<file path="config.mk">
export PLATFORM = sky130hd
export DESIGN_NAME = mesh_torus_crossbar_route_compute_flat
export DESIGN_NICKNAME = d
export VERILOG_FILES = /design/src/rtl/core/mtcr_pkg.sv /design/src/rtl/core/mtcr_stream_ifs.sv /design/src/rtl/core/mtcr_cfg_regs.sv /design/src/rtl/core/mtcr_div_pipe.sv /design/src/rtl/core/mtcr_route_sel.sv /design/src/rtl/core/mesh_torus_crossbar_route_compute.sv /design/src/flat_wrapper.sv
export SDC_FILE = /design/constraint.sdc
export NUM_CORES = 1
export LEC_CHECK = 0
export ABC_AREA = 1
export ABC_CLOCK_PERIOD_IN_PS = 7900
export BUFFER_PORTS_ARGS = -buffer_cell sky130_fd_sc_hd__buf_2
export CAP_MARGIN = 20
export CORE_ASPECT_RATIO = 0.75
export CORE_MARGIN = 2
export CORE_UTILIZATION = 57
export DETAILED_ROUTE_END_ITERATION = 16
export GPL_ROUTABILITY_DRIVEN = 0
export PLACE_DENSITY = 0.77
export SLEW_MARGIN = 15
export SYNTH_ARGS = -nofsm -noshare
export SYNTH_HDL_FRONTEND = slang
export SYNTH_SLANG_ARGS = --single-unit
</file>
<file path="constraint.sdc">
create_clock -name clk -period 7.9 [get_ports clk]
set_input_delay 1.58 -clock clk [delete_from_list [all_inputs] [get_ports clk]]
set_output_delay 1.58 -clock clk [all_outputs]
set_load 0.05 [all_outputs]
</file>
<file path="src/rtl/core/mtcr_pkg.sv">
// Shared types and constants for the mesh/torus/crossbar route compute block.
// No dependencies; every other file in rtl/core refers to this package.
package mtcr_pkg;

  localparam int unsigned NODE_W     = 8;   // current_switch, dest_node
  localparam int unsigned DIM_W      = 5;   // nodes_per_router, switches_x/y
  localparam int unsigned MODE_W     = 2;
  localparam int unsigned PORT_W     = 9;
  localparam int unsigned SW_CNT_W   = 2 * DIM_W;        // switch count x*y
  localparam int unsigned SF_W       = SW_CNT_W + DIM_W; // switch count * nodes
  localparam int unsigned APB_DATA_W = 32;
  localparam int unsigned APB_ADDR_W = 4;

  // Divider pipeline: quotient bits resolved per stage
  localparam int unsigned DIV_BITS_PER_STAGE = 2;
  localparam int unsigned DIV_STAGES         = NODE_W / DIV_BITS_PER_STAGE;

  typedef enum logic [MODE_W-1:0] {
    MODE_MESH     = 2'd0,
    MODE_TORUS    = 2'd1,
    MODE_CROSSBAR = 2'd2
  } topo_mode_t;

  typedef enum logic [1:0] {
    REG_TOPOLOGY_MODE    = 2'd0,
    REG_NODES_PER_ROUTER = 2'd1,
    REG_SWITCHES_X       = 2'd2,
    REG_SWITCHES_Y       = 2'd3
  } reg_idx_t;

  // Network port offsets above the local ports
  localparam logic [1:0] PORT_WEST  = 2'd0;
  localparam logic [1:0] PORT_NORTH = 2'd1;
  localparam logic [1:0] PORT_EAST  = 2'd2;
  localparam logic [1:0] PORT_SOUTH = 2'd3;

  localparam logic [MODE_W-1:0] RST_TOPOLOGY_MODE    = 2'd0;
  localparam logic [DIM_W-1:0]  RST_NODES_PER_ROUTER = 5'd1;
  localparam logic [DIM_W-1:0]  RST_SWITCHES_X       = 5'd1;
  localparam logic [DIM_W-1:0]  RST_SWITCHES_Y       = 5'd1;

  typedef struct packed {
    logic [MODE_W-1:0] topology_mode;
    logic [DIM_W-1:0]  nodes_per_router;
    logic [DIM_W-1:0]  switches_x;
    logic [DIM_W-1:0]  switches_y;
  } cfg_t;

  typedef struct packed {
    logic [NODE_W-1:0] current_switch;
    logic [NODE_W-1:0] dest_node;
  } req_t;

  typedef struct packed {
    logic [PORT_W-1:0] out_port;
    logic              out_vc;
    logic              bad_request;
  } rsp_t;

endpackage

</file>
<file path="src/rtl/core/mtcr_stream_ifs.sv">
// Valid/ready channel interfaces for route requests and route results.
// Depends on mtcr_pkg for the payload structs.
interface mtcr_req_if;
  logic            valid;
  logic            ready;
  mtcr_pkg::req_t  data;

  modport source (output valid, output data, input ready);
  modport sink   (input valid, input data, output ready);
endinterface

interface mtcr_rsp_if;
  logic            valid;
  logic            ready;
  mtcr_pkg::rsp_t  data;

  modport source (output valid, output data, input ready);
  modport sink   (input valid, input data, output ready);
endinterface

</file>
<file path="src/rtl/core/mtcr_cfg_regs.sv">
// APB-style configuration registers: topology mode, nodes per router, X and Y size.
// Depends on mtcr_pkg for register indexes, reset values and cfg_t.
module mtcr_cfg_regs (
  input  logic                                clk,
  input  logic                                rst_n,
  input  logic                                psel,
  input  logic                                penable,
  input  logic                                pwrite,
  input  logic [mtcr_pkg::APB_ADDR_W-1:0]     paddr,
  input  logic [mtcr_pkg::APB_DATA_W-1:0]     pwdata,
  output logic [mtcr_pkg::APB_DATA_W-1:0]     prdata,
  output logic                                pready,
  output mtcr_pkg::cfg_t                      cfg
);

  logic [mtcr_pkg::MODE_W-1:0] mode_r;
  logic [mtcr_pkg::DIM_W-1:0]  npr_r;
  logic [mtcr_pkg::DIM_W-1:0]  sx_r;
  logic [mtcr_pkg::DIM_W-1:0]  sy_r;
  logic                        wr_en;
  mtcr_pkg::reg_idx_t          idx;

  assign wr_en  = psel && penable && pwrite;
  assign idx    = mtcr_pkg::reg_idx_t'(paddr[mtcr_pkg::APB_ADDR_W-1:2]);
  assign pready = 1'b1;

  always_ff @(posedge clk) begin
    if (!rst_n) begin
      mode_r <= mtcr_pkg::RST_TOPOLOGY_MODE;
      npr_r  <= mtcr_pkg::RST_NODES_PER_ROUTER;
      sx_r   <= mtcr_pkg::RST_SWITCHES_X;
      sy_r   <= mtcr_pkg::RST_SWITCHES_Y;
    end else if (wr_en) begin
      unique case (idx)
        mtcr_pkg::REG_TOPOLOGY_MODE:    mode_r <= pwdata[mtcr_pkg::MODE_W-1:0];
        mtcr_pkg::REG_NODES_PER_ROUTER: npr_r  <= pwdata[mtcr_pkg::DIM_W-1:0];
        mtcr_pkg::REG_SWITCHES_X:       sx_r   <= pwdata[mtcr_pkg::DIM_W-1:0];
        mtcr_pkg::REG_SWITCHES_Y:       sy_r   <= pwdata[mtcr_pkg::DIM_W-1:0];
        default:                        mode_r <= mode_r;
      endcase
    end
  end

  always_comb begin
    unique case (idx)
      mtcr_pkg::REG_TOPOLOGY_MODE:    prdata = mtcr_pkg::APB_DATA_W'(mode_r);
      mtcr_pkg::REG_NODES_PER_ROUTER: prdata = mtcr_pkg::APB_DATA_W'(npr_r);
      mtcr_pkg::REG_SWITCHES_X:       prdata = mtcr_pkg::APB_DATA_W'(sx_r);
      mtcr_pkg::REG_SWITCHES_Y:       prdata = mtcr_pkg::APB_DATA_W'(sy_r);
      default:                        prdata = '0;
    endcase
  end

  assign cfg.topology_mode    = mode_r;
  assign cfg.nodes_per_router = npr_r;
  assign cfg.switches_x       = sx_r;
  assign cfg.switches_y       = sy_r;

endmodule

</file>
<file path="src/rtl/core/mtcr_div_pipe.sv">
// Pipelined restoring divider: NODE_W-bit dividends over a shared divisor,
// DIV_BITS_PER_STAGE quotient bits per stage, sideband carried alongside.
// Depends on mtcr_pkg for widths and stage count.
module mtcr_div_pipe #(
  parameter int unsigned DEN_W  = 10,
  parameter int unsigned LANES  = 1,
  parameter int unsigned SIDE_W = 1
) (
  input  logic                                               clk,
  input  logic [mtcr_pkg::DIV_STAGES-1:0]                    en,
  input  logic [LANES-1:0][mtcr_pkg::NODE_W-1:0]             num_i,
  input  logic [DEN_W-1:0]                                   den_i,
  input  logic [SIDE_W-1:0]                                  side_i,
  output logic [LANES-1:0][mtcr_pkg::NODE_W-1:0]             quot_o,
  output logic [LANES-1:0][mtcr_pkg::NODE_W-1:0]             rem_o,
  output logic [SIDE_W-1:0]                                  side_o
);

  localparam int unsigned NW    = mtcr_pkg::NODE_W;
  localparam int unsigned STG   = mtcr_pkg::DIV_STAGES;
  localparam int unsigned BPS   = mtcr_pkg::DIV_BITS_PER_STAGE;
  localparam int unsigned CMP_W = (DEN_W > NW + 1) ? DEN_W : NW + 1;

  logic [LANES-1:0][NW-1:0] nq_r    [STG];
  logic [LANES-1:0][NW-1:0] rem_r   [STG];
  logic [SIDE_W-1:0]        side_r  [STG];
  logic [DEN_W-1:0]         den_r   [STG-1];

  logic [LANES-1:0][NW-1:0] nq_in   [STG];
  logic [LANES-1:0][NW-1:0] rem_in  [STG];
  logic [DEN_W-1:0]         den_in  [STG];
  logic [SIDE_W-1:0]        side_in [STG];
  logic [LANES-1:0][NW-1:0] nq_nxt  [STG];
  logic [LANES-1:0][NW-1:0] rem_nxt [STG];

  for (genvar k = 0; k < STG; k++) begin : g_stage
    if (k == 0) begin : g_first
      assign nq_in[k]   = num_i;
      assign rem_in[k]  = '0;
      assign den_in[k]  = den_i;
      assign side_in[k] = side_i;
    end else begin : g_next
      assign nq_in[k]   = nq_r[k-1];
      assign rem_in[k]  = rem_r[k-1];
      assign den_in[k]  = den_r[k-1];
      assign side_in[k] = side_r[k-1];
    end

    // nq shifts dividend bits out at the top and quotient bits in at the bottom
    always_comb begin
      logic [NW-1:0]    nq;
      logic [NW-1:0]    rem;
      logic [CMP_W-1:0] trial;
      nq_nxt[k]  = '0;
      rem_nxt[k] = '0;
      for (int l = 0; l < LANES; l++) begin
        nq  = nq_in[k][l];
        rem = rem_in[k][l];
        for (int j = 0; j < BPS; j++) begin
          trial = CMP_W'({rem, nq[NW-1]});
          nq    = {nq[NW-2:0], 1'b0};
          if (trial >= CMP_W'(den_in[k])) begin
            trial = trial - CMP_W'(den_in[k]);
            nq[0] = 1'b1;
          end
          rem = trial[NW-1:0];
        end
        nq_nxt[k][l]  = nq;
        rem_nxt[k][l] = rem;
      end
    end

    always_ff @(posedge clk) begin
      if (en[k]) begin
        nq_r[k]   <= nq_nxt[k];
        rem_r[k]  <= rem_nxt[k];
        side_r[k] <= side_in[k];
      end
    end

    if (k < STG - 1) begin : g_den
      always_ff @(posedge clk) begin
        if (en[k]) begin
          den_r[k] <= den_in[k];
        end
      end
    end
  end

  assign quot_o = nq_r[STG-1];
  assign rem_o  = rem_r[STG-1];
  assign side_o = side_r[STG-1];

endmodule

</file>
<file path="src/rtl/core/mtcr_route_sel.sv">
// Final stage: picks local, crossbar, mesh or torus output port and VC,
// and registers the result. Depends on mtcr_pkg for cfg_t, rsp_t and port codes.
module mtcr_route_sel (
  input  logic                          clk,
  input  logic                          en,
  input  mtcr_pkg::cfg_t                cfg,
  input  logic                          bad,
  input  logic [mtcr_pkg::NODE_W-1:0]   cur,
  input  logic [mtcr_pkg::NODE_W-1:0]   dsw,
  input  logic [mtcr_pkg::NODE_W-1:0]   local_idx,
  input  logic [mtcr_pkg::NODE_W-1:0]   dx,
  input  logic [mtcr_pkg::NODE_W-1:0]   dy,
  input  logic [mtcr_pkg::NODE_W-1:0]   cx,
  input  logic [mtcr_pkg::NODE_W-1:0]   cy,
  output mtcr_pkg::rsp_t                rsp
);

  localparam int unsigned NW = mtcr_pkg::NODE_W;
  localparam int unsigned PW = mtcr_pkg::PORT_W;

  mtcr_pkg::rsp_t        rsp_r;
  mtcr_pkg::rsp_t        rsp_nxt;
  logic signed [NW:0]    xoff;
  logic signed [NW:0]    yoff;
  logic [PW-1:0]         f_ext;

  // Shorter way round; a tie goes west or north
  function automatic logic east_or_south(input logic signed [NW:0] off,
                                         input logic [mtcr_pkg::DIM_W-1:0] n);
    logic signed [NW+1:0] dbl;
    logic signed [NW+1:0] nn;
    dbl = {off, 1'b0};
    nn  = $signed({{(NW + 2 - mtcr_pkg::DIM_W){1'b0}}, n});
    return (off > 0 && dbl < nn) || (off < 0 && -dbl > nn);
  endfunction

  assign xoff  = $signed({1'b0, dx}) - $signed({1'b0, cx});
  assign yoff  = $signed({1'b0, dy}) - $signed({1'b0, cy});
  assign f_ext = PW'(cfg.nodes_per_router);

  always_comb begin
    rsp_nxt.out_port    = '0;
    rsp_nxt.out_vc      = 1'b0;
    rsp_nxt.bad_request = bad;
    priority if (bad) begin
      rsp_nxt.out_port = '0;
    end else if (dsw == cur) begin
      rsp_nxt.out_port = PW'(local_idx);
    end else if (cfg.topology_mode == mtcr_pkg::MODE_CROSSBAR) begin
      rsp_nxt.out_port = f_ext + PW'(dsw);
    end else if (cfg.topology_mode == mtcr_pkg::MODE_TORUS) begin
      if (xoff != 0) begin
        rsp_nxt.out_port = east_or_south(xoff, cfg.switches_x)
                         ? f_ext + PW'(mtcr_pkg::PORT_EAST)
                         : f_ext + PW'(mtcr_pkg::PORT_WEST);
        rsp_nxt.out_vc   = dx > cx;
      end else begin
        rsp_nxt.out_port = east_or_south(yoff, cfg.switches_y)
                         ? f_ext + PW'(mtcr_pkg::PORT_SOUTH)
                         : f_ext + PW'(mtcr_pkg::PORT_NORTH);
        rsp_nxt.out_vc   = dy > cy;
      end
    end else begin
      priority if (xoff < 0)      rsp_nxt.out_port = f_ext + PW'(mtcr_pkg::PORT_WEST);
      else if (xoff > 0)          rsp_nxt.out_port = f_ext + PW'(mtcr_pkg::PORT_EAST);
      else if (yoff < 0)          rsp_nxt.out_port = f_ext + PW'(mtcr_pkg::PORT_NORTH);
      else                        rsp_nxt.out_port = f_ext + PW'(mtcr_pkg::PORT_SOUTH);
    end
  end

  always_ff @(posedge clk) begin
    if (en) begin
      rsp_r <= rsp_nxt;
    end
  end

  assign rsp = rsp_r;

endmodule

</file>
<file path="src/rtl/core/mesh_torus_crossbar_route_compute.sv">
// Top level of the route compute block: config registers, check stages,
// two divider pipelines and the port select stage. Depends on mtcr_pkg,
// mtcr_stream_ifs, mtcr_cfg_regs, mtcr_div_pipe and mtcr_route_sel.
//
//  channel  direction  handshake            payload
//  in_s     sink       valid/ready          current_switch, dest_node
//  out_s    source     valid/ready          out_port, out_vc, bad_request
//  apb      slave      psel/penable/pready  4 registers at byte address 4*i
//
// From accept to result valid a transaction passes capture, range check, four
// stages of dest_node / switch count, four stages of (switch, current) / switches_x,
// and the port select register. One transaction per cycle while out_s.ready is high.
// Reset is synchronous and clears the stage valid bits and config registers.
// Each stage holds only while it is full and the stage after it holds, so
// bubbles close up and a stall drops or repeats nothing.
module mesh_torus_crossbar_route_compute #(
  parameter int unsigned MAX_NODES = 256,
  parameter int unsigned MAX_DIM   = 16
) (
  input  logic                                clk,
  input  logic                                rst_n,
  mtcr_req_if.sink                            in_s,
  mtcr_rsp_if.source                          out_s,
  input  logic                                psel,
  input  logic                                penable,
  input  logic                                pwrite,
  input  logic [mtcr_pkg::APB_ADDR_W-1:0]     paddr,
  input  logic [mtcr_pkg::APB_DATA_W-1:0]     pwdata,
  output logic [mtcr_pkg::APB_DATA_W-1:0]     prdata,
  output logic                                pready
);

  localparam int unsigned NW     = mtcr_pkg::NODE_W;
  localparam int unsigned DS     = mtcr_pkg::DIV_STAGES;
  localparam int unsigned ST_CAP = 0;
  localparam int unsigned ST_CHK = 1;
  localparam int unsigned ST_DA  = 2;
  localparam int unsigned ST_DB  = ST_DA + DS;
  localparam int unsigned ST_OUT = ST_DB + DS;
  localparam int unsigned NST    = ST_OUT + 1;
  localparam int unsigned SIDE_A = NW + 1;
  localparam int unsigned SIDE_B = 3 * NW + 1;

  mtcr_pkg::cfg_t                     cfg;
  logic [NST-1:0]                     valid_r;
  logic [NST-1:0]                     valid_nxt;
  logic [NST-1:0]                     en;

  logic [NW-1:0]                      cap_cur_r;
  logic [NW-1:0]                      cap_dst_r;
  logic [mtcr_pkg::SW_CNT_W-1:0]      cap_s_r;
  logic [mtcr_pkg::SW_CNT_W-1:0]      s_cnt;

  logic [NW-1:0]                      chk_cur_r;
  logic [NW-1:0]                      chk_dst_r;
  logic [mtcr_pkg::SW_CNT_W-1:0]      chk_s_r;
  logic                               chk_bad_r;
  logic [mtcr_pkg::SF_W-1:0]          sf;
  logic                               cfg_bad;
  logic                               chk_bad;

  logic [0:0][NW-1:0]                 a_quot;
  logic [0:0][NW-1:0]                 a_rem;
  logic [SIDE_A-1:0]                  a_side;
  logic [NW-1:0]                      a_cur;
  logic                               a_bad;

  logic [1:0][NW-1:0]                 b_quot;
  logic [1:0][NW-1:0]                 b_rem;
  logic [SIDE_B-1:0]                  b_side;
  logic [NW-1:0]                      b_cur;
  logic [NW-1:0]                      b_dsw;
  logic [NW-1:0]                      b_local;
  logic                               b_bad;

  mtcr_cfg_regs u_cfg (
    .clk     (clk),
    .rst_n   (rst_n),
    .psel    (psel),
    .penable (penable),
    .pwrite  (pwrite),
    .paddr   (paddr),
    .pwdata  (pwdata),
    .prdata  (prdata),
    .pready  (pready),
    .cfg     (cfg)
  );

  // Stage enables: advance when empty or when the next stage advances
  always_comb begin
    en[NST-1] = !valid_r[NST-1] || out_s.ready;
    for (int i = NST - 2; i >= 0; i--) begin
      en[i] = !valid_r[i] || en[i+1];
    end
  end

  assign valid_nxt = {valid_r[NST-2:0], in_s.valid};

  always_ff @(posedge clk) begin
    if (!rst_n) begin
      valid_r <= '0;
    end else begin
      for (int i = 0; i < NST; i++) begin
        if (en[i]) valid_r[i] <= valid_nxt[i];
      end
    end
  end

  assign in_s.ready  = en[ST_CAP];
  assign out_s.valid = valid_r[ST_OUT];

  // Capture: request and switch count
  assign s_cnt = mtcr_pkg::SW_CNT_W'(cfg.switches_x) * mtcr_pkg::SW_CNT_W'(cfg.switches_y);

  always_ff @(posedge clk) begin
    if (en[ST_CAP]) begin
      cap_cur_r <= in_s.data.current_switch;
      cap_dst_r <= in_s.data.dest_node;
      cap_s_r   <= s_cnt;
    end
  end

  // Range check against the configured network
  assign sf = mtcr_pkg::SF_W'(cap_s_r) * mtcr_pkg::SF_W'(cfg.nodes_per_router);

  assign cfg_bad = !(cfg.topology_mode == mtcr_pkg::MODE_MESH ||
                     cfg.topology_mode == mtcr_pkg::MODE_TORUS ||
                     cfg.topology_mode == mtcr_pkg::MODE_CROSSBAR) ||
                   cfg.nodes_per_router == '0 ||
                   cfg.switches_x == '0 || cfg.switches_y == '0 ||
                   32'(cfg.switches_x) > MAX_DIM || 32'(cfg.switches_y) > MAX_DIM;

  assign chk_bad = cfg_bad || 32'(sf) > MAX_NODES ||
                   mtcr_pkg::SW_CNT_W'(cap_cur_r) >= cap_s_r ||
                   mtcr_pkg::SF_W'(cap_dst_r) >= sf;

  always_ff @(posedge clk) begin
    if (en[ST_CHK]) begin
      chk_cur_r <= cap_cur_r;
      chk_dst_r <= cap_dst_r;
      chk_s_r   <= cap_s_r;
      chk_bad_r <= chk_bad;
    end
  end

  // dest_node / switch count: quotient is the local port, remainder the switch
  mtcr_div_pipe #(
    .DEN_W  (mtcr_pkg::SW_CNT_W),
    .LANES  (1),
    .SIDE_W (SIDE_A)
  ) u_div_node (
    .clk    (clk),
    .en     (en[ST_DA +: DS]),
    .num_i  (chk_dst_r),
    .den_i  (chk_s_r),
    .side_i ({chk_cur_r, chk_bad_r}),
    .quot_o (a_quot),
    .rem_o  (a_rem),
    .side_o (a_side)
  );

  assign {a_cur, a_bad} = a_side;

  // Destination and current switch split into x (remainder) and y (quotient)
  mtcr_div_pipe #(
    .DEN_W  (mtcr_pkg::DIM_W),
    .LANES  (2),
    .SIDE_W (SIDE_B)
  ) u_div_xy (
    .clk    (clk),
    .en     (en[ST_DB +: DS]),
    .num_i  ({a_cur, a_rem[0]}),
    .den_i  (cfg.switches_x),
    .side_i ({a_cur, a_rem[0], a_quot[0], a_bad}),
    .quot_o (b_quot),
    .rem_o  (b_rem),
    .side_o (b_side)
  );

  assign {b_cur, b_dsw, b_local, b_bad} = b_side;

  mtcr_route_sel u_sel (
    .clk       (clk),
    .en        (en[ST_OUT]),
    .cfg       (cfg),
    .bad       (b_bad),
    .cur       (b_cur),
    .dsw       (b_dsw),
    .local_idx (b_local),
    .dx        (b_rem[0]),
    .dy        (b_quot[0]),
    .cx        (b_rem[1]),
    .cy        (b_quot[1]),
    .rsp       (out_s.data)
  );

  // Input may only be refused when every stage holds a transaction
  a_stall_full: assert property (@(posedge clk) disable iff (!rst_n)
    !in_s.ready |-> &valid_r)
    else $error("input refused while the pipeline has an empty stage");

  a_bad_zero: assert property (@(posedge clk) disable iff (!rst_n)
    out_s.valid && out_s.data.bad_request |->
      out_s.data.out_port == '0 && !out_s.data.out_vc)
    else $error("flagged request carries a nonzero port or VC");

  a_vc_torus: assert property (@(posedge clk) disable iff (!rst_n)
    out_s.valid && out_s.data.out_vc |-> cfg.topology_mode == mtcr_pkg::MODE_TORUS)
    else $error("VC 1 chosen outside torus mode");

endmodule
</file>
<file path="src/flat_wrapper.sv">
// flat-port wrapper written by rule: the top's interface ports become plain ports
module mesh_torus_crossbar_route_compute_flat 
#(
  parameter int unsigned MAX_NODES = 256,
  parameter int unsigned MAX_DIM   = 16
)
  (clk, rst_n, psel, penable, pwrite, paddr, pwdata, prdata, pready, in_s_valid, in_s_data, in_s_ready, out_s_valid, out_s_data, out_s_ready);
  mtcr_req_if in_s_i ();
  mtcr_rsp_if out_s_i ();
  input  logic clk;
  input  logic rst_n;
  input  logic psel;
  input  logic penable;
  input  logic pwrite;
  input  logic [mtcr_pkg::APB_ADDR_W-1:0] paddr;
  input  logic [mtcr_pkg::APB_DATA_W-1:0] pwdata;
  output logic [mtcr_pkg::APB_DATA_W-1:0] prdata;
  output logic pready;
  input wire logic [$bits(in_s_i.valid)-1:0] in_s_valid;
  input wire logic [$bits(in_s_i.data)-1:0] in_s_data;
  output wire logic [$bits(in_s_i.ready)-1:0] in_s_ready;
  output wire logic [$bits(out_s_i.valid)-1:0] out_s_valid;
  output wire logic [$bits(out_s_i.data)-1:0] out_s_data;
  input wire logic [$bits(out_s_i.ready)-1:0] out_s_ready;
  assign in_s_i.valid = in_s_valid;
  assign in_s_i.data = in_s_data;
  assign in_s_ready = in_s_i.ready;
  assign out_s_valid = out_s_i.valid;
  assign out_s_data = out_s_i.data;
  assign out_s_i.ready = out_s_ready;
  mesh_torus_crossbar_route_compute #(.MAX_NODES(MAX_NODES), .MAX_DIM(MAX_DIM)) u_core (.clk(clk), .rst_n(rst_n), .in_s(in_s_i), .out_s(out_s_i), .psel(psel), .penable(penable), .pwrite(pwrite), .paddr(paddr), .pwdata(pwdata), .prdata(prdata), .pready(pready));
endmodule
</file>
==> results.cfg, run 1 <==
[detailed_routing]
post-route-drc-count = 0
dr.pass1.iters = 7
drt_iter0_drc = 1634
ant_nets = 0
via_count = 19489
finalWirelength_um = 59000
wl_per_cell_um = 16.6
post_drt_via_cell_ratio = 5.49

[yosys]
synthFlopType = edfxtp_1
yosys.area.top_type = edfxtp_1
yosysWarnings = 0
synth_most_common_cell = nand2_1
syn_area_mm2 = 0.0274
synth_top_area_share_pct = 45.3
async_reset_ff_share_pct = 0
ys_top_cells_by_area = edfxtp_1, ha_1, nand2_1, inv_1, fa_1
yosysSeqAreaShare_pct = 47.3
synth.avg_cell_area_um2 = 9.79
yosys-top-cells-count = nand2_1, inv_1, edfxtp_1
synthCells = 2799
synth-edff-count = 413
ys_types = 70
ys_ff_latch = 441

[clocking]
cts_root_buf = clkbuf_16
cts_resized = 0
htree_levels = 2
cts_hold_buf = 0
cts_inserted_buffers = 43
cts_buffer_depth = 3
cts_setup_buffers = 0
clk_pin_slew_ns = 0.07
clk_latency_ns = 0.56
cts_tree = built
numClockSinks = 441

[timing]
fin_hold_ws_ns = 0.415
min_period_over_period_pct = 75.2
setup_viol = 0
fin_worst_skew_ns = 0.0117
tns_ns = 0
maxSlewViolCount = 0
hold_violations = 0
slew_headroom_pct = 31.7
max_slew.worst_pin.slew_ns = 1.02
min_period_ns = 5.94
rsz0062_at_grt = false
max_freq_ghz = 0.168

[finish]
antennaDiodeCount = 0
fin_area_mm2 = 0.0297
final_core_util_pct = 62.8
syn_to_final_growth_pct = 8.54
fin_nets = 3232
drive_gt1_share_pct = 9.79

[floorplan]
fp.coreArea_mm2 = 0.0474
start_util_pct = 57.8
rows = 69
die_height_um = 194
dieArea_mm2 = 0.0499
dieWidth_um = 257
num_io_pins = 105

[critical_path]
timing.rr.start = u_core.u_cfg.npr_r[4]$_SDFFE_PN0P_
timing_worst_setup_path_type = in -> out
arrival_ns = 4.36
worstPathMaxFanout = 60
crit_path_start_kind = input pin
startpoint = out_s_ready
required_ns = 6.32
end_kind = output pin

[min_path]
hp-start = u_core.u_div_node.side_r[1][0]$_DFFE_PP_
hp-class = reg -> reg

[grt]
grt_max_degree = 61
first_global_vias = 19004
antenna_found_initial = 1
grt_overflow_total = 0
grt_usage_pct = 23.7
grt_pass1_wl_um = 95500

[power_and_ir_drop]
vdd_ir_drop_max_uv = 284
leakage_nw = 13.4
power_density_mw_per_mm2 = 454

[run]
cap_viol_max_count = 0

[placement]
dp_hpwl_um = 45300
numPortBuffers = 47
place_area_mm2 = 0.0283

[outcome]
status = finished clean
worst paths after layout:
kind,end,slack (ns),cells past startpoint
max,in_s_ready,1.96,20
min,u_core.u_div_node.side_r[2][0]$_DFFE_PP_,0.41,0
max reg2reg,u_core.chk_bad_r$_DFFE_PP_,2.83,18
min reg2reg,u_core.u_div_node.side_r[2][0]$_DFFE_PP_,0.41,0
final cells by class:
type,instances,area [µm²]
multi-input cells,1848,12400
well taps,639,800
clock buffers,53,1170
repair buffers,58,318
flip-flops and latches,441,13000
clock inverters,27,287
fillers,3579,17700
inverters,483,1820
flip-flops by register name, indices dropped and copies added, names as in the netlist, 15 cells and up:
signal / count
u_core.u_div_node.den_r: 30
u_core.u_div_xy.side_r: 100
u_core.u_div_xy.rem_r: 64
u_core.u_div_node.rem_r: 32
u_core.u_div_xy.nq_r: 40
u_core.u_div_xy.den_r: 15
u_core.u_div_node.side_r: 36
u_core.u_div_node.nq_r: 32
worst max-delay path, cell delays in order:
cell and delay (ns):
buf_2 0.10, nor2_2 0.17, inv_2 0.17, nor2_2 0.17
inv_4 0.26, nor2_2 0.23, inv_4 0.27, nor2_1 0.24
inv_2 0.07, nor2_2 0.10, inv_2 0.05, nor2_2 0.09
inv_2 0.05, nor2_2 0.10, inv_2 0.06, nor2_4 0.10
nand2_2 0.09, nor2_4 0.12, nand2_2 0.10, buf_2 0.23
layout by cell type, fill, tap and decap left out, types with 6 or more instances in the layout:
cell type / n
inv_2: 27
nand3_1: 103
o21ai_1: 30
a21oi_2: 21
xor2_1: 75
o21a_1: 6
buf_2: 47
clkinv_1: 6
o211ai_1: 10
fa_1: 57
o21ai_0: 141
a211oi_1: 11
a31oi_1: 14
edfxtp_1: 413
buf_4: 11
nand2_2: 23
or2_2: 12
ha_1: 241
dfxtp_1: 28
nor2_1: 184
a21oi_1: 151
nand4_1: 17
nor2_2: 17
o21bai_1: 13
nor2_4: 7
nand2_1: 476
inv_1: 449
conb_1: 28
clkinv_2: 8
nand3_2: 7
o31ai_1: 12
a211o_1: 6
clkbuf_16: 44
a21o_1: 17
nor3_1: 41
xnor2_1: 53
power breakdown:
| part | switching (mW) | internal, mW | total [mW] |
|---|---|---|---|
| sequential | 0.340 | 3.49 | 3.83 |
| clock | 0.896 | 1.20 | 2.10 |
| combinational | 4.69 | 2.87 | 7.56 |
metrics by stage:
stage / instances / power, mW / worst slack (ns)
floorplan: 2825 / 9.73 / 0.0337
global placement: 3469 / 10.8 / 1.98
detailed placement: 3469 / 11.3 / 1.93
CTS: 3549 / 13.4 / 1.84
global route: 3549 / 14.6 / 1.67
finish: 3549 / 13.5 / 1.96
per-layer routing:
layer,vias up,global-route usage (%),part of all wire (%)
li1,9516,-,-
met3,138,4.54,7.6
met5,-,0,0
met1,9091,32.8,44
met4,0,8.20,3.2
met2,744,37.6,45
kinds of logic (layout without fill, tap and decap cells):
| group | Yosys count | count (layout) | synth area share, % |
|---|---|---|---|
| flops | 441 | 441 | 47.3 |
| simple gates | 920 | 920 | 15.1 |
| compound gates | 472 | 472 | 10.3 |
| buf+inv | 536 | 621 | 7.88 |
| xor+xnor | 130 | 130 | 4.21 |
| other cells | 2 | 28 | 0.0274 |
| fa+ha+maj | 298 | 298 | 15.2 |
No activity file was read; power rests on OpenSTA's default activity.
==> run 2, diff against run 1 <==
ABC_CLOCK_PERIOD_IN_PS = 5900   (was 7900)
CORE_UTILIZATION = 63   (was 57)
PLACE_DENSITY = 0.81   (was 0.77)
clock period = 5.9 ns   (was 7.9 ns; I/O delays follow)
==> run 2 against run 1 <==
Effect of this change:
- flip-flop and latch count stayed put
- design area stayed put
- largest cell class unchanged
- hold slack worse by 0.0057 ns
- critical path type unchanged
==> results.cfg, run 2 (synthesis results as in run 1) <==
[detailed_routing]
dr.pass1.iters = 6
wl_per_cell_um = 17.2
post_drt_via_cell_ratio = 5.71
drt_iter0_drc = 2012
post-route-drc-count = 0
ant_nets = 0
finalWirelength_um = 60000
via_count = 19894

[finish]
fin_cells = 3486
fin_area_mm2 = 0.0297
antennaDiodeCount = 0
largest_register_ffs = 100
multi_input_area_mm2 = 0.0124
layout_common_cells = nand2_1, inv_1, edfxtp_1, ha_1, nor2_1
reg_top3 = u_core.u_div_xy.side_r: 100 flops, u_core.u_div_xy.rem_r: 64 flops, u_core.u_div_xy.nq_r: 40 flops
syn_to_final_growth_pct = 8.54
top_register = u_core.u_div_xy.side_r
final_common_cell = nand2_1
drive_gt1_share_pct = 9.73
fillerInstances = 3025
ff_latch_area_mm2 = 0.0130
fin_nets = 3232

[critical_path]
end_kind = output pin
reg2reg_depth = 19
required_ns = 4.72
critical_path.cell_chain = buf_2 > nor2_2 > inv_2 > nor2_2 > inv_6 > nor2_2 > inv_6 > nor2_1 > inv_6 > nor2_2 > inv_4 > nor2_2 > inv_2 > nor2_2 > inv_4 > nor2_4 > nand2_4 > nor2_4 > nand2_4 > buf_2
arrival_ns = 4.22
crit_slowest_cell = buf_2
timing_worst_setup_path_type = in -> out
crit_path_start_kind = input pin
crit_path_max_incr_delay_ns = 0.32
worstPathMaxFanout = 37
crit_top_cell = nor2_2

[grt]
grt_usage_pct = 26.9
antenna_found_initial = 0
grt_max_degree = 60
first_global_vias = 19330
grt_pass1_wl_um = 96500
grt_overflow_total = 0

[timing]
fin_worst_skew_ns = 0.0155
rsz0062_at_grt = false
min_period_ns = 5.40
hold_violations = 0
setup_viol = 0
slew_headroom_pct = 30.9
max_slew.worst_pin.slew_ns = 1.04
maxSlewViolCount = 0
max_freq_ghz = 0.185
min_period_over_period_pct = 91.6
tns_ns = 0

[power_and_ir_drop]
vdd_ir_drop_max_uv = 445
leakage_nw = 13.5
power_density_mw_per_mm2 = 614
total_power_mw = 18.3

[min_path]
min_path_cells = 0
hp-class = reg -> reg

[floorplan]
num_io_pins = 105
dieArea_mm2 = 0.0452
dieWidth_um = 245
die_height_um = 185
fp.coreArea_mm2 = 0.0431
start_util_pct = 63.6
rows = 66

[clocking]
cts_tree = built
clk_latency_ns = 0.55
cts_root_buf = clkbuf_16
cts_setup_buffers = 0
cts_resized = 0
clk_pin_slew_ns = 0.06
cts_hold_buf = 0
numClockSinks = 441
cts_buffer_depth = 3
htree_levels = 2
cts_inserted_buffers = 43

[placement]
place_area_mm2 = 0.0282
numPortBuffers = 47
dp_hpwl_um = 45400
dp_cells = 3407

[outcome]
status = finished clean

[run]
cap_viol_max_count = 0
## run 2: changes by cell type in the layout (fill, tap and decap cells not counted), moves of 3 or more
cell	previous run	this run
inv_6	1	7
clkinv_4	4	1
inv_2	27	24
clkinv_2	8	4
clkbuf_8	4	8
## run 2: per-stage QoR
stage                     worst slack, ns  util [%]  hold slack, ns
after floorplan                    0.0294         -           0.400
after global placement              0.564      65.5           0.400
after detailed placement            0.515      65.5           0.405
after CTS                           0.470      68.9           0.408
after global routing                0.259      69.0           0.415
final                               0.498      69.0           0.409
## run 2: cell type report
class / count / area share (%)
clock inverter: 22 / 0.967
multi-input combinational: 1848 / 41.7
tap: 578 / 2.43
timing repair buffer: 58 / 1.14
inverter: 483 / 6.18
clock buffer: 56 / 4.05
sequential: 441 / 43.6
## run 2: path summary, 6_finish.rpt
kind | startpoint | end | slack, ns
worst min register to register | u_core.u_div_xy.side_r[1][13]$_DFFE_PP_ | u_core.u_div_xy.side_r[2][13]$_DFFE_PP_ | 0.41
worst max-delay path | out_s_ready | in_s_ready | 0.50
worst min-delay path | u_core.u_div_xy.side_r[1][13]$_DFFE_PP_ | u_core.u_div_xy.side_r[2][13]$_DFFE_PP_ | 0.41
worst max register to register | u_core.u_cfg.npr_r[3]$_SDFFE_PN0P_ | u_core.chk_bad_r$_DFFE_PP_ | 1.25
## run 2: per-layer routing
| layer | vias to the layer above | part of all wire (%) | routed length [µm] | GRT usage [%] |
|---|---|---|---|---|
| met5 | - | 0 | 0 | 0 |
| met4 | 0 | 3.1 | 1870 | 10.1 |
| met3 | 150 | 8.7 | 5250 | 5.07 |
| met2 | 899 | 47 | 27900 | 44.0 |
| met1 | 9322 | 42 | 25000 | 35.9 |
| li1 | 9523 | - | - | - |
## run 2: critical path: cells and delay by family
family        cells  cell delay [ns]
simple gates     11             2.04
buf+inv           9             0.98
## run 2: power by group
group / leakage, nW / total [mW] / internal, mW / switching [mW]
Sequential: 4.59 / 5.14 / 4.67 / 0.471
Combinational: 8.17 / 10.2 / 3.85 / 6.37
Clock: 0.718 / 2.90 / 1.71 / 1.19
Total: 13.5 / 18.3 / 10.2 / 8.03
